[config.mk]
export PLATFORM = sky130hd
export DESIGN_NAME = hbs_cfg_regs
export DESIGN_NICKNAME = d
export VERILOG_FILES = /design/src/rtl/hbs_pkg.sv /design/src/rtl/hbs_cfg_regs.sv
export SDC_FILE = /design/constraint.sdc
export NUM_CORES = 1
export LEC_CHECK = 0
export BUFFER_PORTS_ARGS = -buffer_cell sky130_fd_sc_hd__buf_4
export CAP_MARGIN = 20
export CORE_MARGIN = 2
export CORE_UTILIZATION = 46
export CTS_BUF_LIST = sky130_fd_sc_hd__clkbuf_16
export CTS_CLUSTER_DIAMETER = 30
export DETAILED_ROUTE_END_ITERATION = 10
export PLACE_DENSITY_LB_ADDON = 0.15
export SETUP_SLACK_MARGIN = 0.2
export SLEW_MARGIN = 40
export SYNTH_ARGS = -nofsm -noshare
export SYNTH_HDL_FRONTEND = slang
export SYNTH_SLANG_ARGS = --single-unit
[constraint.sdc]
create_clock -name clk -period 0.8 [get_ports clk]
set_input_delay 0.24 -clock clk [delete_from_list [all_inputs] [get_ports clk]]
set_output_delay 0.24 -clock clk [all_outputs]
set_load 0.02 [all_outputs]
[src/rtl/hbs_pkg.sv]
// Package for the heartbeat supervisor: payload, state and configuration types,
// command/action/reason codes and the age helper.
// No dependencies; every other file in rtl/ imports it.
package hbs_pkg;

	localparam int unsigned TIME_W   = 32;
	localparam int unsigned CFG_W    = 32;
	localparam int unsigned CFG_IDX_W = 3;
	localparam int unsigned COUNT_W  = 8;

	// Input commands
	localparam logic [1:0] CMD_START = 2'd0;
	localparam logic [1:0] CMD_POLL  = 2'd1;
	localparam logic [1:0] CMD_TICK  = 2'd2;

	// Result actions
	localparam logic [1:0] ACT_NONE     = 2'd0;
	localparam logic [1:0] ACT_RESTART  = 2'd1;
	localparam logic [1:0] ACT_DEGRADED = 2'd2;
	localparam logic [1:0] ACT_FALLBACK = 2'd3;

	// Stall reasons
	localparam logic [2:0] RSN_NONE     = 3'd0;
	localparam logic [2:0] RSN_HOST     = 3'd1;
	localparam logic [2:0] RSN_CAP_TASK = 3'd2;
	localparam logic [2:0] RSN_CAP_FRM  = 3'd3;
	localparam logic [2:0] RSN_FRONTEND = 3'd4;

	// Register indexes on the configuration port
	localparam logic [CFG_IDX_W-1:0] REG_HOST_STALL    = 3'd0;
	localparam logic [CFG_IDX_W-1:0] REG_CAP_TASK      = 3'd1;
	localparam logic [CFG_IDX_W-1:0] REG_CAP_FRAME     = 3'd2;
	localparam logic [CFG_IDX_W-1:0] REG_FRONTEND      = 3'd3;
	localparam logic [CFG_IDX_W-1:0] REG_HEALTHY_WIN   = 3'd4;
	localparam logic [CFG_IDX_W-1:0] REG_RESTART_LIMIT = 3'd5;
	localparam logic [CFG_IDX_W-1:0] REG_HOLDOFF       = 3'd6;

	// Register reset values
	localparam logic [TIME_W-1:0]  HOST_STALL_RST    = 32'd15000;
	localparam logic [TIME_W-1:0]  CAP_TASK_RST      = 32'd4000;
	localparam logic [TIME_W-1:0]  CAP_FRAME_RST     = 32'd6000;
	localparam logic [TIME_W-1:0]  FRONTEND_RST      = 32'd5000;
	localparam logic [TIME_W-1:0]  HEALTHY_WIN_RST   = 32'd120000;
	localparam logic [COUNT_W-1:0] RESTART_LIMIT_RST = 8'd3;
	localparam logic [TIME_W-1:0]  HOLDOFF_RST       = 32'd10000;

	localparam logic [TIME_W-1:0]  AGE_NEVER = '1;
	localparam logic [COUNT_W-1:0] COUNT_MAX = '1;

	typedef struct packed {
		logic [1:0]        cmd;
		logic [TIME_W-1:0] now_ms;
		logic [TIME_W-1:0] capture_attempt_ms;
		logic [TIME_W-1:0] capture_frame_ms;
		logic              frontend_ready;
		logic [TIME_W-1:0] frontend_progress_ms;
	} in_item_t;

	typedef struct packed {
		logic [1:0]         action;
		logic [2:0]         reason_code;
		logic [TIME_W-1:0]  stall_age_ms;
		logic               report_emit;
		logic               streak_cleared;
		logic [COUNT_W-1:0] recovery_total;
		logic [TIME_W-1:0]  boot_total;
		logic [TIME_W-1:0]  last_restart_ms;
		logic [2:0]         latest_reason;
	} out_item_t;

	typedef struct packed {
		logic [TIME_W-1:0]  host_stall_ms;
		logic [TIME_W-1:0]  capture_task_stall_ms;
		logic [TIME_W-1:0]  capture_frame_stall_ms;
		logic [TIME_W-1:0]  frontend_stall_ms;
		logic [TIME_W-1:0]  healthy_window_ms;
		logic [COUNT_W-1:0] restart_limit;
		logic [TIME_W-1:0]  report_holdoff_ms;
	} cfg_t;

	typedef struct packed {
		logic               running;
		logic               healthy_done;
		logic               report_valid;
		logic [TIME_W-1:0]  start_time;
		logic [TIME_W-1:0]  host_poll_time;
		logic [TIME_W-1:0]  last_report_time;
		logic [COUNT_W-1:0] streak_count;
		logic [TIME_W-1:0]  boot_tally;
		logic [TIME_W-1:0]  restart_time;
		logic [2:0]         restart_reason;
	} state_t;

	// Wrapping age of a heartbeat; a zero stamp was never seen
	function automatic logic [TIME_W-1:0] age_of(
		input logic [TIME_W-1:0] now,
		input logic [TIME_W-1:0] stamp
	);
		logic [TIME_W-1:0] age;
		age = (stamp == '0) ? AGE_NEVER : now - stamp;
		return age;
	endfunction

endpackage

[src/rtl/hbs_cfg_regs.sv]
// Configuration register file of the heartbeat supervisor: write-only port,
// registers held with their reset defaults. Depends on hbs_pkg.
module hbs_cfg_regs
	import hbs_pkg::*;
(
	input  logic                 clk,
	input  logic                 arst_n,
	input  logic                 cfg_we,
	input  logic [CFG_IDX_W-1:0] cfg_index,
	input  logic [CFG_W-1:0]     cfg_data,
	output cfg_t                 cfg
);

	cfg_t cfg_q;

	// Write the addressed register; unknown indexes are dropped
	always_ff @(posedge clk or negedge arst_n) begin
		if (!arst_n) begin
			cfg_q.host_stall_ms          <= HOST_STALL_RST;
			cfg_q.capture_task_stall_ms  <= CAP_TASK_RST;
			cfg_q.capture_frame_stall_ms <= CAP_FRAME_RST;
			cfg_q.frontend_stall_ms      <= FRONTEND_RST;
			cfg_q.healthy_window_ms      <= HEALTHY_WIN_RST;
			cfg_q.restart_limit          <= RESTART_LIMIT_RST;
			cfg_q.report_holdoff_ms      <= HOLDOFF_RST;
		end else if (cfg_we) begin
			case (cfg_index)
				REG_HOST_STALL:    cfg_q.host_stall_ms          <= cfg_data;
				REG_CAP_TASK:      cfg_q.capture_task_stall_ms  <= cfg_data;
				REG_CAP_FRAME:     cfg_q.capture_frame_stall_ms <= cfg_data;
				REG_FRONTEND:      cfg_q.frontend_stall_ms      <= cfg_data;
				REG_HEALTHY_WIN:   cfg_q.healthy_window_ms      <= cfg_data;
				REG_RESTART_LIMIT: cfg_q.restart_limit          <= cfg_data[COUNT_W-1:0];
				REG_HOLDOFF:       cfg_q.report_holdoff_ms      <= cfg_data;
				default: ;
			endcase
		end
	end

	assign cfg = cfg_q;

endmodule

==> out/results.ini <==
[synth]
synth_area_per_cell_um2=17.5
synthesized_area_fraction_occupied_by_adder_cells=0
post_synth_num_cell_types=9
synth_top_family_by_area=multiplexers
async_reset_ff_frac=1.00
ys_seq_elements=200
synth_largest_type_area_fraction=0.534
synthMostInstantiatedCell=sky130_fd_sc_hd__mux2_2
post_synth_xor_area_fraction=0
synthesis.yosys.warnings=0
ys_top_cells_by_count=sky130_fd_sc_hd__mux2_2 (163), sky130_fd_sc_hd__dfrtp_1 (161), sky130_fd_sc_hd__dfstp_2 (39)
synth.cell_area_um2=7540
synth.area.top_cells=sky130_fd_sc_hd__dfrtp_1 (53%), sky130_fd_sc_hd__mux2_2 (24%), sky130_fd_sc_hd__dfstp_2 (14%)
synth-seq-area-share=0.670
mappedNetlistNets=470
synth_simple_gate_area_share=0.0106
synth-compound-area-share=0
synthesis.instances=432
post_synth_mux_area_share=0.299
synth_enable_flop_cells=0
ys.flop_type=sky130_fd_sc_hd__dfrtp_1
yosys.area.top_type=sky130_fd_sc_hd__dfrtp_1

[cells_and_area]
n_antenna_cell=0
largest_register_ff_count=200
design.final.nets=859
final_cell_count_no_fill=1050
layout_stage_area_growth_over_the_synthesis_result_pct=78.6
drive_above_1_share=0.890
num-fill-cells=706
stdcell_area_um2=13500

[floorplanning]
core.rowCount=46
io-pin-count=238
die_w_um=132
initial_utilization=0.473
fp.coreArea_um2=15900
chipHeight_um=132
fp.dieArea_um2=17400

[worst_setup_path]
worstPathMaxFanout=2
critPathSlowestCell=sky130_fd_sc_hd__dfstp_2
critPathCaptureType=primary output
setup.worst_path.class=reg -> out
timing.critical_path.max_delay_family=flip-flops
critical_path.n_buffers_inverters=1
cp_data_required_time_ns=0.56
critical_path_arrival_ns=1.11
crit_chain=buf_6
regToRegSetupSlack_ns=-0.31
worst_setup_path_start_kind=register
cpPeakStageDelay_ns=0.57

[timing]
hold_violations=163
clock_skew_ns=0
worst_pin_slew_ns=0.277
holdWs_ns=-0.322
unrepaired_setup_endpoints_after_global_routing=yes
finalMaxSlewViolations=0
max-slew-margin-rel=0.815
timing.final.crit_share=1.69
worst_slack_ns=-0.555
finalWorstPathRequiredPeriod_ns=1.35
peak_clock_frequency_supported_by_timing_mhz=738
final-setup-viol-count=400

[route]
drc=0
dr_total_vias=5473
via_per_inst=5.21
drt_first_iter_violations=330
antenna_violating_nets_post_route=0
detailed_routing_iterations_pass_1=5
routed_wl_um=26600
wire_per_inst_um=25.3

[placement]
number_of_placed_instances_taps_included=884
detailedPlace.worstSlack_ns=-0.768
place.port_buffers=237
dp_hpwl_um=12900
post_dp_cell_area_um2=10200
gp_routability_congestion=0.771

[pwr]
pwr-share-comb=0.384
power.switching_mw=11.8
cell_internal_pwr_mw=26.1
report.power.total_mw=37.9
power.switching_fraction=0.312
power_density_nw_per_um2=2810
p_leak_nw=6.40
worst_ir_drop_vdd_uv=2000
p_seq_frac=0.390
power.share.clock=0.226

[outcome]
failing_checks=hold timing, setup timing
status=finished, violations left

[clock_network]
max-clock-path-buffers=2
cts_tree=built
clock_insertion_delay_worst_skew_ns=0.43
cts.htree.levels=4
num_cts_buffers=17
cts-root-buf=sky130_fd_sc_hd__clkbuf_16
worst_setup_hold_path_clk_slew_ns=0.07
clock_sink_count=200

[global_route]
globalRoute.totalOverflow=0
first_global_vias=5849
grt_pass1_wl_um=37400
maximum_number_of_pins_on_one_net_before_global_route_repair=44
grt_antenna_before_repair=0
grt_usage=0.287

[min_path]
min-delay-path-class=in -> async

[run]
drv_cap=0

-- cells in the final DEF (no fill, tap or decap) --
cell type / synthesis / layout
sky130_fd_sc_hd__buf_12: 0 / 23
sky130_fd_sc_hd__dfrtp_1: 161 / 89
sky130_fd_sc_hd__buf_8: 0 / 2
sky130_fd_sc_hd__clkinv_4: 0 / 1
sky130_fd_sc_hd__nand4b_1: 3 / 3
sky130_fd_sc_hd__mux2_4: 0 / 161
sky130_fd_sc_hd__buf_4: 12 / 120
sky130_fd_sc_hd__inv_6: 0 / 4
sky130_fd_sc_hd__clkbuf_8: 0 / 1
sky130_fd_sc_hd__clkinvlp_4: 0 / 3
sky130_fd_sc_hd__nor4b_4: 1 / 1
sky130_fd_sc_hd__dfrtp_2: 0 / 72
sky130_fd_sc_hd__clkbuf_16: 0 / 20
sky130_fd_sc_hd__dfstp_2: 39 / 39
sky130_fd_sc_hd__buf_6: 0 / 231
sky130_fd_sc_hd__buf_16: 0 / 15
sky130_fd_sc_hd__bufinv_16: 0 / 2
sky130_fd_sc_hd__clkinv_2: 0 / 5
sky130_fd_sc_hd__nor4bb_4: 0 / 3
sky130_fd_sc_hd__mux2_2: 163 / 39
-- through the flow --
step / TNS [ns] / utilization
6_report: -135.81 / 0.845
2_1_floorplan: -103.28 / -
3_3_place_gp: -137.09 / 0.640
3_5_place_dp: -140.38 / 0.640
4_1_cts: -126.49 / 0.806
5_1_grt: -144.19 / 0.845
-- metal layers --
layer,GRT usage,share of wire,vias to the layer above
li1,-,-,2310
met1,0.357,0.40,2907
met3,0.0746,0.056,41
met4,0.0972,0.025,0
met5,0,0,-
met2,0.487,0.52,215
-- final cells by class --
| cell class | count | area (um^2) | area share |
|---|---|---|---|
| sequential | 200 | 5140 | 0.382 |
| clock buffer | 17 | 425 | 0.0316 |
| multi-input combinational | 207 | 2980 | 0.221 |
| clock inverter | 15 | 151 | 0.0112 |
| timing repair buffer | 395 | 4490 | 0.334 |
| tap | 216 | 270 | 0.0201 |
-- path summary, 6_finish.rpt --
| check | from | endpoint | cells after the start |
|---|---|---|---|
| worst max-delay path | cfg[147] | cfg[147] | 1 |
| worst min-delay path | arst_n | cfg[182] | 1 |
| worst max register to register | cfg[121] | cfg[121] | 3 |
| worst min register to register | cfg[57] | cfg[57] | 1 |
| max in group asynchronous | arst_n | cfg[144] | 2 |
| min in group clk | cfg_data[13] | cfg[149] | 2 |
-- power by group through the flow --
stage	Clock (mW)	Sequential [mW]	Combinational (mW)
floorplan	0	16.9	2.66
global placement	0	14.2	10.1
detailed placement	0	14.3	10.3
CTS	8.55	14.6	13.2
global route	9.03	15.0	15.1
finish	8.57	14.8	14.5
-- cells by family (layout without fill, tap and decap cells) --
group | after synthesis | count (layout)
buf+inv | 25 | 427
flops | 200 | 200
mux | 200 | 200
simple gates | 7 | 7
-- timing repair --
action                                  CTS  global route
gates cloned                             16             3
hold endpoints to repair                163           163
endpoints found under the setup margin  400           400
buffers inserted                         67            48
gates resized for setup                 301            41
pin swaps                                 3             2
Power figures use the tool's default switching activity.
