### config.mk
export PLATFORM = sky130hd
export DESIGN_NAME = hbs_eval
export DESIGN_NICKNAME = d
export VERILOG_FILES = /design/src/rtl/hbs_pkg.sv /design/src/rtl/hbs_eval.sv
export SDC_FILE = /design/constraint.sdc
export NUM_CORES = 1
export LEC_CHECK = 0
export BUFFER_PORTS_ARGS = -buffer_cell sky130_fd_sc_hd__buf_2
export CAP_MARGIN = 20
export CELL_PAD_IN_SITES_DETAIL_PLACEMENT = 1
export CELL_PAD_IN_SITES_GLOBAL_PLACEMENT = 1
export CORE_AREA = 10 10 300 302
export DETAILED_ROUTE_END_ITERATION = 10
export DIE_AREA = 0 0 310 312
export PLACE_DENSITY_LB_ADDON = 0.1
export REMOVE_ABC_BUFFERS = 1
export SYNTH_ARGS = -nofsm -noshare
export SYNTH_HDL_FRONTEND = slang
export SYNTH_SLANG_ARGS = --single-unit
export TNS_END_PERCENT = 1
### constraint.sdc
create_clock -name vclk -period 19.26
set_input_delay 3.852 -clock vclk [all_inputs]
set_output_delay 3.852 -clock vclk [all_outputs]
set_load 0.005 [all_outputs]
### src/rtl/hbs_pkg.sv
// Package for the heartbeat supervisor: payload, state and configuration types,
// command/action/reason codes and the age helper.
// No dependencies; every other file in rtl/ imports it.
package hbs_pkg;

	localparam int unsigned TIME_W   = 32;
	localparam int unsigned CFG_W    = 32;
	localparam int unsigned CFG_IDX_W = 3;
	localparam int unsigned COUNT_W  = 8;

	// Input commands
	localparam logic [1:0] CMD_START = 2'd0;
	localparam logic [1:0] CMD_POLL  = 2'd1;
	localparam logic [1:0] CMD_TICK  = 2'd2;

	// Result actions
	localparam logic [1:0] ACT_NONE     = 2'd0;
	localparam logic [1:0] ACT_RESTART  = 2'd1;
	localparam logic [1:0] ACT_DEGRADED = 2'd2;
	localparam logic [1:0] ACT_FALLBACK = 2'd3;

	// Stall reasons
	localparam logic [2:0] RSN_NONE     = 3'd0;
	localparam logic [2:0] RSN_HOST     = 3'd1;
	localparam logic [2:0] RSN_CAP_TASK = 3'd2;
	localparam logic [2:0] RSN_CAP_FRM  = 3'd3;
	localparam logic [2:0] RSN_FRONTEND = 3'd4;

	// Register indexes on the configuration port
	localparam logic [CFG_IDX_W-1:0] REG_HOST_STALL    = 3'd0;
	localparam logic [CFG_IDX_W-1:0] REG_CAP_TASK      = 3'd1;
	localparam logic [CFG_IDX_W-1:0] REG_CAP_FRAME     = 3'd2;
	localparam logic [CFG_IDX_W-1:0] REG_FRONTEND      = 3'd3;
	localparam logic [CFG_IDX_W-1:0] REG_HEALTHY_WIN   = 3'd4;
	localparam logic [CFG_IDX_W-1:0] REG_RESTART_LIMIT = 3'd5;
	localparam logic [CFG_IDX_W-1:0] REG_HOLDOFF       = 3'd6;

	// Register reset values
	localparam logic [TIME_W-1:0]  HOST_STALL_RST    = 32'd15000;
	localparam logic [TIME_W-1:0]  CAP_TASK_RST      = 32'd4000;
	localparam logic [TIME_W-1:0]  CAP_FRAME_RST     = 32'd6000;
	localparam logic [TIME_W-1:0]  FRONTEND_RST      = 32'd5000;
	localparam logic [TIME_W-1:0]  HEALTHY_WIN_RST   = 32'd120000;
	localparam logic [COUNT_W-1:0] RESTART_LIMIT_RST = 8'd3;
	localparam logic [TIME_W-1:0]  HOLDOFF_RST       = 32'd10000;

	localparam logic [TIME_W-1:0]  AGE_NEVER = '1;
	localparam logic [COUNT_W-1:0] COUNT_MAX = '1;

	typedef struct packed {
		logic [1:0]        cmd;
		logic [TIME_W-1:0] now_ms;
		logic [TIME_W-1:0] capture_attempt_ms;
		logic [TIME_W-1:0] capture_frame_ms;
		logic              frontend_ready;
		logic [TIME_W-1:0] frontend_progress_ms;
	} in_item_t;

	typedef struct packed {
		logic [1:0]         action;
		logic [2:0]         reason_code;
		logic [TIME_W-1:0]  stall_age_ms;
		logic               report_emit;
		logic               streak_cleared;
		logic [COUNT_W-1:0] recovery_total;
		logic [TIME_W-1:0]  boot_total;
		logic [TIME_W-1:0]  last_restart_ms;
		logic [2:0]         latest_reason;
	} out_item_t;

	typedef struct packed {
		logic [TIME_W-1:0]  host_stall_ms;
		logic [TIME_W-1:0]  capture_task_stall_ms;
		logic [TIME_W-1:0]  capture_frame_stall_ms;
		logic [TIME_W-1:0]  frontend_stall_ms;
		logic [TIME_W-1:0]  healthy_window_ms;
		logic [COUNT_W-1:0] restart_limit;
		logic [TIME_W-1:0]  report_holdoff_ms;
	} cfg_t;

	typedef struct packed {
		logic               running;
		logic               healthy_done;
		logic               report_valid;
		logic [TIME_W-1:0]  start_time;
		logic [TIME_W-1:0]  host_poll_time;
		logic [TIME_W-1:0]  last_report_time;
		logic [COUNT_W-1:0] streak_count;
		logic [TIME_W-1:0]  boot_tally;
		logic [TIME_W-1:0]  restart_time;
		logic [2:0]         restart_reason;
	} state_t;

	// Wrapping age of a heartbeat; a zero stamp was never seen
	function automatic logic [TIME_W-1:0] age_of(
		input logic [TIME_W-1:0] now,
		input logic [TIME_W-1:0] stamp
	);
		logic [TIME_W-1:0] age;
		age = (stamp == '0) ? AGE_NEVER : now - stamp;
		return age;
	endfunction

endpackage

### src/rtl/hbs_eval.sv
// Decision logic of the heartbeat supervisor: from one command beat, the
// current state and the registers, form the result and the next state.
// Depends on hbs_pkg.
module hbs_eval
	import hbs_pkg::*;
(
	input  in_item_t  item,
	input  state_t    st,
	input  cfg_t      cfg,
	output state_t    st_nxt,
	output out_item_t result
);

	logic [TIME_W-1:0] now;
	logic [TIME_W-1:0] age_host, age_task, age_frame, age_fe;
	logic              stall_host, stall_task, stall_frame, stall_fe;
	logic              heal, gate_open, below_limit;
	logic [COUNT_W-1:0] streak;

	// Ages and limit compares run side by side
	assign now         = item.now_ms;
	assign age_host    = age_of(now, st.host_poll_time);
	assign age_task    = age_of(now, item.capture_attempt_ms);
	assign age_frame   = age_of(now, item.capture_frame_ms);
	assign age_fe      = age_of(now, item.frontend_progress_ms);
	assign stall_host  = age_host > cfg.host_stall_ms;
	assign stall_task  = age_task > cfg.capture_task_stall_ms;
	assign stall_frame = age_frame > cfg.capture_frame_stall_ms;
	assign stall_fe    = item.frontend_ready && (age_fe > cfg.frontend_stall_ms);

	// Healthy window clears the streak once per start
	assign heal   = !st.healthy_done && ((now - st.start_time) >= cfg.healthy_window_ms);
	assign streak = heal ? '0 : st.streak_count;
	assign below_limit = streak < cfg.restart_limit;

	// Report holdoff: open if nothing reported since start or spacing met
	assign gate_open = !st.report_valid || ((now - st.last_report_time) >= cfg.report_holdoff_ms);

	always_comb begin
		logic [1:0]        action;
		logic [2:0]        reason;
		logic [TIME_W-1:0] age;
		logic              emit;
		logic              cleared;
		logic              use_gate;

		st_nxt   = st;
		action   = ACT_NONE;
		reason   = RSN_NONE;
		age      = '0;
		emit     = 1'b0;
		cleared  = 1'b0;
		use_gate = 1'b0;

		case (item.cmd)
			CMD_START: begin
				if (!st.running) begin
					st_nxt.running        = 1'b1;
					st_nxt.boot_tally     = st.boot_tally + 1'b1;
					st_nxt.start_time     = now;
					st_nxt.host_poll_time = now;
					st_nxt.healthy_done   = 1'b0;
					st_nxt.report_valid   = 1'b0;
				end
			end
			CMD_POLL: begin
				st_nxt.host_poll_time = now;
			end
			CMD_TICK: begin
				if (st.running) begin
					if (heal) begin
						st_nxt.healthy_done = 1'b1;
						cleared             = 1'b1;
					end
					st_nxt.streak_count = streak;

					// First stall in priority order decides the tick
					if (stall_host) begin
						action = ACT_RESTART;
						reason = RSN_HOST;
						age    = age_host;
					end else if (stall_task || stall_frame) begin
						reason = stall_task ? RSN_CAP_TASK : RSN_CAP_FRM;
						age    = stall_task ? age_task : age_frame;
						if (below_limit) begin
							action = ACT_RESTART;
						end else begin
							action   = ACT_DEGRADED;
							use_gate = 1'b1;
						end
					end else if (stall_fe) begin
						action   = ACT_FALLBACK;
						reason   = RSN_FRONTEND;
						age      = age_fe;
						use_gate = 1'b1;
					end

					if (use_gate && gate_open) begin
						emit                    = 1'b1;
						st_nxt.report_valid     = 1'b1;
						st_nxt.last_report_time = now;
					end

					// Restart: record it, bump the streak, disarm
					if (action == ACT_RESTART) begin
						if (streak != COUNT_MAX) begin
							st_nxt.streak_count = streak + 1'b1;
						end
						st_nxt.restart_time   = now;
						st_nxt.restart_reason = reason;
						st_nxt.running        = 1'b0;
					end
				end
			end
			default: ;
		endcase

		result.action          = action;
		result.reason_code     = reason;
		result.stall_age_ms    = age;
		result.report_emit     = emit;
		result.streak_cleared  = cleared;
		result.recovery_total  = st_nxt.streak_count;
		result.boot_total      = st_nxt.boot_tally;
		result.last_restart_ms = st_nxt.restart_time;
		result.latest_reason   = st_nxt.restart_reason;
	end

endmodule

==> flow_summary_export.csv <==
group,metric,value,unit
placed_design,dp_cells,4687,
route,dr.pass1.iters,5,
grt,grt_max_degree,65,
pwr,seqPwrFrac,0,
critical_path,worstPathRequired,15.41,ns
critical_path,crit_top_cell,"a21o_1",
critical_path,path_max_fanout,32,
worst_hold_path,hold_depth,3,
critical_path,path_depth,31,
pwr,switching_power,0.623,mW
floorplan,coreArea,0.0843,mm²
floorplan,dieArea,0.0967,mm²
logic_synthesis,yosys.area.top_type_share,0.246,
pwr,ir_worst_vdd,0.0194,mV
floorplan,io_pins,793,
route,ant_nets,0,
grt,grt_pass1_vias,24385,
timing,setup-tns-final,0,ns
timing,holdWs,7.99,ns
critical_path,slowest_stage,"nand3_4",
grt,grtUsageTotal,0.232,
timing,setup_violations,0,
logic_synthesis,synth_area_leaders,"ha_1 25%, inv_1 8.2%, nand2_1 5.7%",
timing,finalCritPeriodShare,0.828,
grt,globalRoute.totalOverflow,0,
route,routedWlPerCell,25.4,µm
logic_synthesis,synthCells,2918,
timing,hold_viol_final,0,
route,viasPerCell,5.03,
timing,maxSlewHeadroom,0.217,
critical_path,crit_path_end_kind,"primary output",
logic_synthesis,synth_cell_types,87,
logic_synthesis,synth.avg_cell_area,6.74,µm²
timing,rsz0062_at_grt,"false",
floorplan,die_w,310,µm
flow_run,maxCapViolations,0,
route,drc,0,
critical_path,setup.worst_path.class,"in2out",
pwr,power_frac_comb,1.000,
finish,drive_above_1_share,0.256,
pwr,power_density,42.0,mW/mm²
cts,postCtsHoldBufs,0,
cts,ctsResizeCount,0,
timing,worst_pin_slew,1.17,ns
critical_path,start_kind,"input pin",
route,drtIter0Drc,1281,
placed_design,port_buffers,793,
timing,slew_viol_final,0,
finish,design.seq.count,0,
finish,seq_area,0,µm²
critical_path,worstPathArrival,12.10,ns
worst_hold_path,min_path_type,"in2out",
run_status,outcome,"complete, no violations",
route,routed-via-count,23624,
timing,clock.fmax,62.7,MHz
floorplan,die_height,312,µm
grt,antenna_found_initial,19,
cts,post_cts_buffers,0,
pwr,p_leak,13.6,nW
route,drt_wl_total,119,mm
placed_design,place_congestion,0.887,
critical_path,path_buf_inv,4,
floorplan,row_count,107,
floorplan,initial_core_util,0.233,
grt,grt_pass1_wl,169,mm
placed_design,dp_hpwl,107,mm
finish,nets,4497,
finish,clkbuf_count,0,
finish,fin_cells,4696,
logic_synthesis,synth_area,0.0197,mm²
pwr,internal_power,0.400,mW
timing,fin_crit,15.95,ns
finish,areaGrowthSynthToFinish,24.0,%
logic_synthesis,yosysSeqAreaShare,0,
critical_path,path_delay_family,"compound AO/OA/AOI/OAI gates",
logic_synthesis,yosysTopAreaCell,"ha_1",
pwr,p_total,1.02,mW
logic_synthesis,ys_warn_count,0,
pwr,switching_share,0.609,
critical_path,cp_slowest_stage_delay,0.59,ns
pwr,pwr-share-clk,0,
==> final cells by class <==
class / instances / area (µm²)
Timing Repair Buffer: 811 / 4100
Inverter: 430 / 1610
Multi-Input combinational cell: 2356 / 17300
Fill cell: 10958 / 60000
Tap cell: 1090 / 1360
Antenna cell: 9 / 22.5
==> worst min-delay path: stages <==
cell and delay (ns):
buf_2 0.08, xor2_1 0.07, buf_2 0.13
==> metal layers <==
| layer | vias up | GRT usage | wire (µm) |
|---|---|---|---|
| met2 | 679 | 0.394 | 55800 |
| met3 | 83 | 0.0356 | 7210 |
| li1 | 11709 | - | - |
| met5 | - | 0 | 50 |
| met4 | 8 | 0.0391 | 2170 |
| met1 | 11145 | 0.308 | 54100 |
==> path summary, 6_finish.rpt <==
kind	from	endpoint	slack (ns)
worst max-delay path	item[97]	st_nxt[76]	3.31
worst min-delay path	st[66]	st_nxt[66]	7.99
==> power by group through the flow <==
stage | sequential [mW] | combinational [mW] | clock, mW
2_1_floorplan | 0 | 0.609 | 0
4_1_cts | 0 | 1.03 | 0
5_1_grt | 0 | 1.14 | 0.0000000558
6_report | 0 | 1.02 | 0.0000000630
3_5_place_dp | 0 | 1.02 | 0
3_3_place_gp | 0 | 1.02 | 0
==> cell families (layout without fill, tap and decap cells) <==
| group | after synthesis | in the layout | synth area share |
|---|---|---|---|
| AO/OA/AOI/OAI | 851 | 851 | 0.284 |
| XOR/XNOR | 165 | 165 | 0.0735 |
| multiplexers | 77 | 77 | 0.0489 |
| adder cells (fa/ha/maj) | 393 | 393 | 0.252 |
| buffers and inverters | 562 | 1241 | 0.124 |
| AND/OR/NAND/NOR | 870 | 870 | 0.218 |
| other | 0 | 9 | 0 |
==> through the flow <==
| stage | utilization | worst slack, ns | area [µm²] |
|---|---|---|---|
| after floorplan | - | 5.86 | 18800 |
| after global placement | 0.289 | 3.32 | 24300 |
| after detailed placement | 0.289 | 3.39 | 24300 |
| after CTS | 0.289 | 3.34 | 24300 |
| after global routing | 0.289 | 2.88 | 24400 |
| final | 0.289 | 3.31 | 24400 |
==> cell usage after synthesis, types with 19 or more instances <==
library cell	n
inv_1	430
nand2_1	296
a31oi_1	19
a21oi_1	199
nor3_1	53
nand3_1	56
xnor2_1	114
xor2_1	51
nand4_1	61
a211oi_1	22
nand2b_1	37
mux2_4	29
o21bai_1	22
nor4_1	44
a21o_1	130
clkbuf_1	47
ha_1	387
o21ai_0	207
or2_2	21
nor2b_1	39
buf_4	78
o21a_1	54
and3_1	27
or3_1	25
and2_1	28
nor2_1	150
mux2_2	36
o211ai_1	27
==> cell usage in the layout (no fill, tap or decap), drive strengths merged, types with 18 or more instances in the layout <==
master	netlist	final
and2	29	29
nand3	57	57
a21oi	200	200
nor4	44	44
mux2	65	65
and3	27	27
nand2b	37	37
xor2	51	51
a211oi	23	23
nand4	61	61
nor2	152	152
nand2	296	296
nor2b	39	39
ha	387	387
or3	25	25
o211ai	27	27
o31ai	18	18
or2	22	22
nor3	54	54
buf	85	811
a21o	130	130
o21a	54	54
xnor2	114	114
a31oi	19	19
o21bai	22	22
inv	430	430
o21ai	212	212
No activity file was read; power rests on OpenSTA's default activity.
